<file path="src/sv/skt_pkg.sv">
// ----------------------------------------------------------------------------
// skt_pkg
// Shared types and constants for the sorted key table.
// ----------------------------------------------------------------------------
package skt_pkg;

	localparam int KEY_W            = 21;
	localparam int STATUS_W         = 3;
	localparam int CAPACITY_DEF     = 256;
	localparam int PAYLOAD_BITS_DEF = 32;

	localparam logic CMD_INSERT = 1'b0;
	localparam logic CMD_LOOKUP = 1'b1;

	localparam logic [STATUS_W-1:0] ST_INSERTED = 3'd0;
	localparam logic [STATUS_W-1:0] ST_REPLACED = 3'd1;
	localparam logic [STATUS_W-1:0] ST_FULL     = 3'd2;
	localparam logic [STATUS_W-1:0] ST_HIT      = 3'd3;
	localparam logic [STATUS_W-1:0] ST_MISS     = 3'd4;

	// broadcast from the control to every cell during the execute cycle
	typedef struct packed {
		logic             ins;   // absent key, room left: open a gap and write
		logic             rep;   // present key: overwrite payload
		logic             look;  // lookup: flag the matching cell
		logic [KEY_W-1:0] key;
	} skt_ctrl_t;

endpackage

</file>
<file path="src/sv/skt_cell.sv">
// ----------------------------------------------------------------------------
// skt_cell
// One table slot: holds a key and payload, compares against the broadcast
// key and takes its lower neighbour's entry when a gap opens below it.
// ----------------------------------------------------------------------------
module skt_cell #(
	parameter int IDX          = 0,
	parameter int CNT_W        = 9,
	parameter int PAYLOAD_BITS = 32
) (
	input  logic                     clk,
	input  logic                     arst_n,
	input  skt_pkg::skt_ctrl_t       ctrl,
	input  logic [PAYLOAD_BITS-1:0]  pay_new,
	input  logic [CNT_W-1:0]         count,
	input  logic                     prev_ge,
	input  logic [skt_pkg::KEY_W-1:0] prev_key,
	input  logic [PAYLOAD_BITS-1:0]  prev_pay,
	output logic                     ge,
	output logic                     eq,
	output logic [skt_pkg::KEY_W-1:0] key,
	output logic [PAYLOAD_BITS-1:0]  pay,
	output logic                     match
);
	import skt_pkg::*;

	logic [KEY_W-1:0]        key_q;
	logic [PAYLOAD_BITS-1:0] pay_q;
	logic                    match_q;
	logic                    occupied;
	logic                    at_end;
	logic                    at_pos;

	assign occupied = CNT_W'(IDX) < count;
	assign at_end   = CNT_W'(IDX) == count;
	assign ge       = occupied && (key_q >= ctrl.key);
	assign eq       = occupied && (key_q == ctrl.key);
	assign at_pos   = (ge || at_end) && !prev_ge;

	always_ff @(posedge clk) begin
		if (ctrl.ins) begin
			if (prev_ge) begin
				key_q <= prev_key;
				pay_q <= prev_pay;
			end else if (at_pos) begin
				key_q <= ctrl.key;
				pay_q <= pay_new;
			end
		end else if (ctrl.rep && eq) begin
			pay_q <= pay_new;
		end
	end

	always_ff @(posedge clk or negedge arst_n) begin
		if (!arst_n) begin
			match_q <= 1'b0;
		end else begin
			match_q <= ctrl.look && eq;
		end
	end

	assign key   = key_q;
	assign pay   = pay_q;
	assign match = match_q;

endmodule

</file>
<file path="config.mk">
export PLATFORM = sky130hd
export DESIGN_NAME = skt_cell
export DESIGN_NICKNAME = d
export VERILOG_FILES = /design/src/sv/skt_pkg.sv /design/src/sv/skt_cell.sv
export SDC_FILE = /design/constraint.sdc
export NUM_CORES = 1
export LEC_CHECK = 0
export ABC_AREA = 0
export BUFFER_PORTS_ARGS = -buffer_cell sky130_fd_sc_hd__buf_2
export CAP_MARGIN = 10
export CORE_UTILIZATION = 46
export CTS_CLUSTER_DIAMETER = 120
export CTS_CLUSTER_SIZE = 25
export DETAILED_ROUTE_END_ITERATION = 12
export PLACE_DENSITY = 0.85
export SLEW_MARGIN = 20
export SYNTH_ARGS = -nofsm -noshare
export SYNTH_HDL_FRONTEND = slang
export SYNTH_SLANG_ARGS = --single-unit
</file>
<file path="constraint.sdc">
create_clock -name clk -period 4.52 [get_ports clk]
set_input_delay 0.452 -clock clk [delete_from_list [all_inputs] [get_ports clk]]
set_output_delay 0.452 -clock clk [all_outputs]
set_load 0.05 [all_outputs]
</file>
* Word-level counts from Yosys, hierarchy flattened
Cells that the tools add are included.
Storage, ports and cells: word-level logic and storage cells 25, register bits after elaboration 54, output and inout port bits 56
Operators by class: eq/ne operators 2, reduce and logical (&&, ||, !) cells 12, $lt $le $gt $ge 2, multiplexer cells 6
Operators with widths (number):
- $mux W32 | 4
- $mux W21 | 2
- $eq A21 B21 Y1 | 1
- $ge A21 B21 Y1 | 1
- $logic_not A9 Y1 | 1
- $lt A1 B9 Y1 const A | 1
- $logic_and A1 B1 Y1 | 5
- $reduce_and A2 Y1 | 2
- $reduce_bool A2 Y1 | 2
- $ne A3 B1 Y1 const B | 1
- $logic_not A1 Y1 | 1
- $logic_or A1 B1 Y1 | 1

* Longest topological paths before layout
Gate-level depths: netlist of the first run.
depth after elaboration 7, depth in mapped cells 7, gate-level depth less buffers 7

* Least setup slack after synthesis of the first run
Ideal clock, no wire load.
kind register to register, from reg key_q[20], in the netlist key[20], to reg pay_q[0], in the netlist pay[0] (enable), library setup time 392 ps, path slack 1082 ps, required time 4128 ps, stages on the path, launching flop included 7, path buffers 0, arrival time 3046 ps, cells stage by stage edfxtp_1 -> ha_1 -> nand4_2 -> nor4_2 -> and4b_1 -> a21oi_1 -> o21ba_1
RTL lines:
- start: declaration | RTL line skt_cell.sv:27 | logic [KEY_W-1:0] key_q;
- start signal: assignment | RTL line skt_cell.sv:43 | key_q <= prev_key;
- start signal: assignment | RTL line skt_cell.sv:46 | key_q <= ctrl.key;
- $eq A21 B21 Y1 | RTL line skt_cell.sv:37 | assign eq = occupied && (key_q == ctrl.key);
- $logic_and A1 B1 Y1 | RTL line skt_cell.sv:37
- via eq | RTL line skt_cell.sv:20 | output logic eq,
- $logic_and A1 B1 Y1 | RTL line skt_cell.sv:49 | end else if (ctrl.rep && eq) begin
- $reduce_bool A2 Y1 (no line)
- $reduce_and A2 Y1 (no line)
- end signal: assignment | RTL line skt_cell.sv:44 | pay_q <= prev_pay;
- end signal: assignment | RTL line skt_cell.sv:47 | pay_q <= pay_new;
- end signal: assignment | RTL line skt_cell.sv:50 | pay_q <= pay_new;
- end: declaration | RTL line skt_cell.sv:28 | logic [PAYLOAD_BITS-1:0] pay_q;
The timed path passes the listed nets, and every way through them passes these cells. A chain may end at the register's enable or synchronous reset.

* Worst setup path after layout of the first run
from reg key_q[12], in the netlist key[12], to reg key_q[10], in the netlist key[10] (enable)
Between the ends: longest elaborated chain between the ends 6
RTL lines:
- $ge A21 B21 Y1 | RTL line skt_cell.sv:36 | assign ge = occupied && (key_q >= ctrl.key);
- $logic_and A1 B1 Y1 | RTL line skt_cell.sv:36
- $logic_or A1 B1 Y1 | RTL line skt_cell.sv:38 | assign at_pos = (ge || at_end) && !prev_ge;
- $logic_and A1 B1 Y1 | RTL line skt_cell.sv:38
- $reduce_bool A2 Y1 (no line)
- $reduce_and A2 Y1 (no line)
No other way between the ends.

==> results of run 1 <==
[final cells by class]
type | count | area, um2
Multi-Input combinational cell | 138 | 1080
Sequential cell | 54 | 1620
Fill cell | 454 | 2000
Clock inverter | 3 | 68.8
Clock buffer | 5 | 68.8
Tap cell | 75 | 93.8
Inverter | 23 | 86.3
Timing Repair Buffer | 179 | 906
[worst reg2reg max path: stages, from the launching register on]
cell and delay, ps:
edfxtp_1 430, ha_1 340, nand4_1 190, nor4_2 320, nand3_1 120, o211ai_1 230
o31a_1 830
[through the flow]
step / instance area (um2) / power, uW / hold slack (ps)
global placement: 3770 / 957 / 227
detailed placement: 3770 / 969 / 230
floorplan: 2820 / 855 / 156
CTS: 3920 / 1350 / 388
global route: 3920 / 1390 / 386
finish: 3920 / 1340 / 397
[registers in the layout, indices dropped and copies added, names as in the netlist]
name / count
match: 1
key: 21
pay: 32
[kinds of logic after synthesis]
family	after synthesis
DFF	54
and+or+nand+nor	44
AOI/OAI and AO/OA	40
muxes	33
buffers and inverters	31
adders and majority gates	21
[worst paths after layout]
| path | from | endpoint | slack [ps] | depth (start not counted) |
|---|---|---|---|---|
| worst min register to register | key[5] | match | 1120 | 4 |
| worst max register to register | key[12] | key[10] | 1690 | 6 |
| min in group asynchronous | arst_n | match | 450 | 2 |
| worst min-delay path | ctrl[21] | match | 400 | 2 |
| worst max-delay path | key[12] | key[10] | 1690 | 6 |
| max in group asynchronous | arst_n | match | 3990 | 2 |
[power by group]
part           switching (uW)  internal (uW)
logic                     230            114
registers                13.4            599
clock network             159            222
total                     403            935
[metal layers]
metal,track usage,share of wire,wire length [um]
met3,0.0648,0.080,562
met5,0,0,0
met1,0.248,0.37,2610
met4,0.0732,0.015,102
met2,0.393,0.53,3710
[cell usage after synthesis (all sizes together), types with 2 or more instances]
master	count	share of area
nor2	2	0.0027
nand4	3	0.0089
buf	4	0.0093
a21o	2	0.0053
inv	23	0.031
nand3	2	0.0035
edfxtp	53	0.56
and3	2	0.0044
ha	21	0.093
nor4	2	0.0067
nor3	2	0.0035
mux2	33	0.13
and2	2	0.0049
o21ai	23	0.041
nand2	26	0.035
clkbuf	4	0.0053
a21oi	10	0.018
==> run_results.csv, run 1 <==
group,metric,value,unit
status,status,"complete, no violations",
critical_path,max_stage_delay,830,ps
flow_run,cap_violations,0,
synth,seq_area_frac_synth,0.573,
die,ios,177,
die,fp.dieH,80.3,um
global_route,grt_overflow,0,
drt,antenna_left,0,
die,core_area,5920,um2
critical_path,crit_slowest_cell,"o31a_1",
place,io_buffer_count,176,
synth,synth_seq_cells,54,
place,dp_cells,468,
timing,rsz0062_at_grt,"false",
synth,syn_area_per_cell,12.7,um2
synth,ys.flop_type,"edfxtp_1",
synth,synth_edf_count,53,
cells_and_area,fin_cells,477,
clocking,cts_root_buffer,"clkbuf_8",
critical_path,critPathKind,"reg2reg",
critical_path,critPathLaunchType,"flip-flop",
synth,async_flop_share,0.0185,
critical_path,worst-path-buf-inv,0,
synth,synth_fp_nets,365,
timing,report.final.hold_viol_count,0,
hold_path,hp-class,"in2reg",
drt,wl_per_cell,14.7,um
clocking,cts_setup_buffers,0,
die,dieArea,6450,um2
drt,drc,0,
critical_path,cp.arrival,2760,ps
die,rows,28,
synth,yosys_warnings,0,
clocking,clock_path_buffers,2,
synth,synthAdderAreaFrac,0.0931,
timing,final-setup-viol-count,0,
critical_path,required,4450,ps
die,start_util,0.477,
synth,synthSimpleGateAreaFrac,0.0776,
clocking,cts_tree,"built",
power_and_ir_drop,power_leakage,0.00190,uW
cells_and_area,diodes,0,
power_and_ir_drop,peakVddDrop,0.228,mV
synth,synth_top_family_by_area,"multiplexers",
clocking,cts_hold_buf,1,
clocking,cts_sinks,54,
critical_path,cp_max_fo,21,
power_and_ir_drop,pwr_density_cell,342,nW/um2
cells_and_area,most-common-layout-cells,"buf_2, edfxtp_1, mux2_2, nand2_1",
synth,syn_area,2820,um2
drt,viasPerCell,5.08,
timing,period_share,0.625,
synth,synthXorXnorAreaFrac,0,
timing,slew_headroom,0.328,
cells_and_area,final_util,0.662,
clocking,cts_resized,0,
global_route,antenna_found_initial,0,
place,place_congestion,0.789,
cells_and_area,nNetsFinal,543,
synth,muxShareOfSynthArea,0.132,
timing,fmax,354,MHz
timing,finalCriticalPeriod,2830,ps
global_route,first_global_vias,2376,
critical_path,end_kind,"flip-flop",
drt,drtPass1Iterations,4,
synth,synth-compound-area-share,0.0794,
clocking,cts-buffers-inserted,5,
timing,tns,0,ps
timing,fin_ws,1690,ps
clocking,htreeDepth,2,
cells_and_area,mostFrequentLayoutCell,"buf_2",
timing,worst_slew_pin_slew,1010,ps
cells_and_area,areaGrowthSynthToFinish,38.8,%
drt,wirelength,6990,um
critical_path,crit_chain,"ha_1 > nand4_1 > nor4_2 > nand3_1 > o211ai_1 > o31a_1",
clocking,clk_pin_slew,90,ps
die,die_w,80.3,um
timing,fin_worst_skew,7.83,ps
clocking,insertion_delay,300,ps
critical_path,path_delay_family,"compound AO/OA/AOI/OAI gates",
drt,drt-initial-drc-count,69,
cells_and_area,drive_above_1_share,0.552,
place,place_hpwl,5670,um
timing,maxSlewViolCount,0,
global_route,grt_max_degree,45,
global_route,grt_usage,0.219,
drt,vias,2421,
place,place_ws,1500,ps
synth,synth.distinct_cells,30,
global_route,grt_pass1_wl,10500,um
synth,synthCells,223,
(Power assumes the default switching activity.)
==> inputs of run 2 (changes only) <==
--- a/config.mk
+++ b/config.mk
@@ -5,14 +5,14 @@
 export SDC_FILE = /design/constraint.sdc
 export NUM_CORES = 1
 export LEC_CHECK = 0
-export ABC_AREA = 0
+export ABC_AREA = 1
 export BUFFER_PORTS_ARGS = -buffer_cell sky130_fd_sc_hd__buf_2
 export CAP_MARGIN = 10
-export CORE_UTILIZATION = 46
+export CORE_UTILIZATION = 44
 export CTS_CLUSTER_DIAMETER = 120
 export CTS_CLUSTER_SIZE = 25
 export DETAILED_ROUTE_END_ITERATION = 12
-export PLACE_DENSITY = 0.85
+export PLACE_DENSITY = 0.81
 export SLEW_MARGIN = 20
 export SYNTH_ARGS = -nofsm -noshare
 export SYNTH_HDL_FRONTEND = slang
==> constraint.sdc (replaced) <==
create_clock -name clk -period 2.8 [get_ports clk]
set_input_delay 0.28 -clock clk [delete_from_list [all_inputs] [get_ports clk]]
set_output_delay 0.28 -clock clk [all_outputs]
set_load 0.05 [all_outputs]
==> run 2 against run 1 <==
Net effect: the flow now finishes with violations (design-rule violations); via count up 4.3%; combinational power up 68%; register-to-register slack worse by 1100 ps; clock-buffer cell count unchanged; sequential power up 62%; critical path depth up 4; clock skew down 1.0 ps; synthesized cell count up 21%; clock power up 17%; sequential cell count unchanged; setup slack worse by 1200 ps; critical endpoint is now ge.
==> run_results.csv, run 2 <==
group,metric,value,unit
cells_and_area,final_util,0.626,
place,io_buffer_count,176,
timing,final-setup-viol-count,0,
place,place_hpwl,5850,um
cells_and_area,diodes,0,
critical_path,required,2520,ps
synth,yosys-top-cells-count,"edfxtp_1, nand2_1, inv_1",
global_route,grt_overflow,0,
timing,fmax,441,MHz
critical_path,cp.arrival,1990,ps
critical_path,critPathLaunchType,"flip-flop",
drt,drtPass1Iterations,8,
cells_and_area,areaGrowthSynthToFinish,35.7,%
cells_and_area,mostFrequentLayoutCell,"buf_2",
cells_and_area,largest_reg_flops,32,
timing,worst_slew_pin_slew,437,ps
drt,wirelength,7200,um
cells_and_area,most-common-layout-cells,"buf_2, edfxtp_1, nand2_1, inv_1, ha_1",
cells_and_area,fill_cells,534,
power_and_ir_drop,total_power,2010,uW
timing,tns,0,ps
clocking,clk_pin_slew,100,ps
timing,fin_worst_skew,6.81,ps
global_route,grt_max_degree,34,
clocking,insertion_delay,310,ps
timing,finalCriticalPeriod,2270,ps
timing,slew_headroom,0.709,
drt,antenna_left,0,
synth,yosysTopAreaCell,"edfxtp_1",
die,fp.dieH,84.0,um
clocking,cts_root_buffer,"clkbuf_8",
drt,wl_per_cell,13.7,um
timing,maxSlewViolCount,0,
synth,synth.area.top_cells,"edfxtp_1, ha_1, mux2_2, nand2_1, mux2_1",
clocking,cts_tree,"built",
hold_path,hp-start,"ctrl[21]",
die,start_util,0.461,
critical_path,worstSetupStartpoint,"key[20]",
cells_and_area,fin_area,4020,um2
clocking,cts_sinks,54,
synth,syn_area_per_cell,11.0,um2
critical_path,critPathKind,"reg2out",
cells_and_area,nNetsFinal,590,
hold_path,hp-class,"in2reg",
synth,synth_seq_cells,54,
power_and_ir_drop,pwr_density_cell,501,nW/um2
place,place_congestion,0.803,
synth,synthCells,269,
drt,vias,2525,
synth,syn_area,2960,um2
drt,drc,13,
die,die_w,84.0,um
synth,synth_edf_count,53,
flow_run,cap_violations,0,
synth,ys.flop_type,"edfxtp_1",
critical_path,timing.rr.start,"key[20]",
die,rows,29,
clocking,clock_path_buffers,2,
place,dpl-instance-area,3920,um2
global_route,grt_usage,0.211,
synth,synth.distinct_cells,23,
clocking,cts-buffers-inserted,5,
place,dp_cells,517,
synth,synth_top_area_frac,0.538,
power_and_ir_drop,peakVddDrop,0.277,mV
synth,async_flop_share,0.0185,
drt,drt-initial-drc-count,117,
critical_path,cp_max_fo,3,
synth,seq_area_frac_synth,0.546,
drt,viasPerCell,4.80,
status,violations,"design-rule violations",
global_route,antenna_found_initial,0,
status,status,"finished, violations left",
critical_path,end_kind,"output pin",
die,core_area,6420,um2
cells_and_area,fin_cells,526,
synth,synth_fp_nets,411,
cells_and_area,drive_above_1_share,0.477,
clocking,htreeDepth,2,
power_and_ir_drop,power_leakage,0.00203,uW
timing,report.final.hold_viol_count,0,
timing,rsz0062_at_grt,"false",
synth,yosys_warnings,0,
die,dieArea,7060,um2
die,ios,177,
global_route,first_global_vias,2585,
global_route,grt_pass1_wl,11600,um
timing,period_share,0.810,
-- run 2: cell types whose count changed in the layout (fill, tap and decap cells not counted), moves of 2 or more --
cell / change
a21oi_1: -5
mux2_1: +15
inv_2: +2
o21ai_0: -3
and3_1: -2
nor3_1: -2
nor2_1: +14
inv_1: +15
nand2_2: +3
nor2_2: +2
nand2_1: +26
bufinv_16: -2
mux2_2: -15
nand3_1: +5
-- run 2: power by group --
| part | total [uW] | leakage (uW) | internal [uW] | switching, uW |
|---|---|---|---|---|
| clock network | 446 | 0.0000422 | 177 | 269 |
| registers | 990 | 0.000522 | 968 | 22.1 |
| logic | 578 | 0.00147 | 188 | 391 |
-- run 2: cell type report --
| cell class | count | area (um2) | area share |
|---|---|---|---|
| multi-input combinational | 166 | 1130 | 0.282 |
| sequential | 54 | 1620 | 0.402 |
| clock inverter | 3 | 20.0 | 0.00498 |
| inverter | 41 | 155 | 0.0386 |
| timing repair buffer | 180 | 926 | 0.230 |
| tap | 77 | 96.3 | 0.0240 |
| clock buffer | 5 | 68.8 | 0.0171 |
-- run 2: worst paths after layout --
check / cells after the start / endpoint / slack, ps
max in group asynchronous: 2 / match / 2450
worst min-delay path: 3 / match / 170
worst max register to register: 10 / pay[9] / 550
worst max-delay path: 10 / ge / 530
worst min register to register: 5 / match / 960
min in group asynchronous: 2 / match / 270
-- run 2: metal layers --
metal,track usage,share of wire,up-vias
li1,-,-,1270
met1,0.255,0.43,1149
met2,0.374,0.50,97
met3,0.0495,0.057,9
met4,0.0580,0.012,0
met5,0,0,-
-- run 2: logic make-up (layout without fill, tap and decap cells) --
| kind of cell | Yosys count | in the layout | share of synthesized area |
|---|---|---|---|
| buffers and inverters | 49 | 229 | 0.0714 |
| multiplexers | 33 | 33 | 0.126 |
| AND/OR/NAND/NOR | 85 | 85 | 0.120 |
| adder cells (fa/ha/maj) | 21 | 21 | 0.0888 |
| AO/OA/AOI/OAI | 27 | 27 | 0.0478 |
| flip-flops | 54 | 54 | 0.546 |
-- run 2: worst max-delay path, stage by stage, from the launching register on --
cell	delay (ps)
edfxtp_1	410
ha_1	330
nand2_2	80
nor2_2	130
nand3_1	100
nor2_1	110
nand2_1	80
nand3_1	80
nand2_1	50
inv_1	40
buf_2	260
-- run 2: timing repair --
item / in CTS / in global routing
buffers inserted: 0 / 0
hold buffers: 1 / 0
endpoints found under the hold margin: 1 / 0
resized for setup: 0 / 0
-- run 2: through the flow --
stage          worst slack (ps)  hold slack, ps
2_1_floorplan               270           -15.6
3_3_place_gp                600            56.5
3_5_place_dp                543            58.1
4_1_cts                     519             162
5_1_grt                     346             200
6_report                    532             172
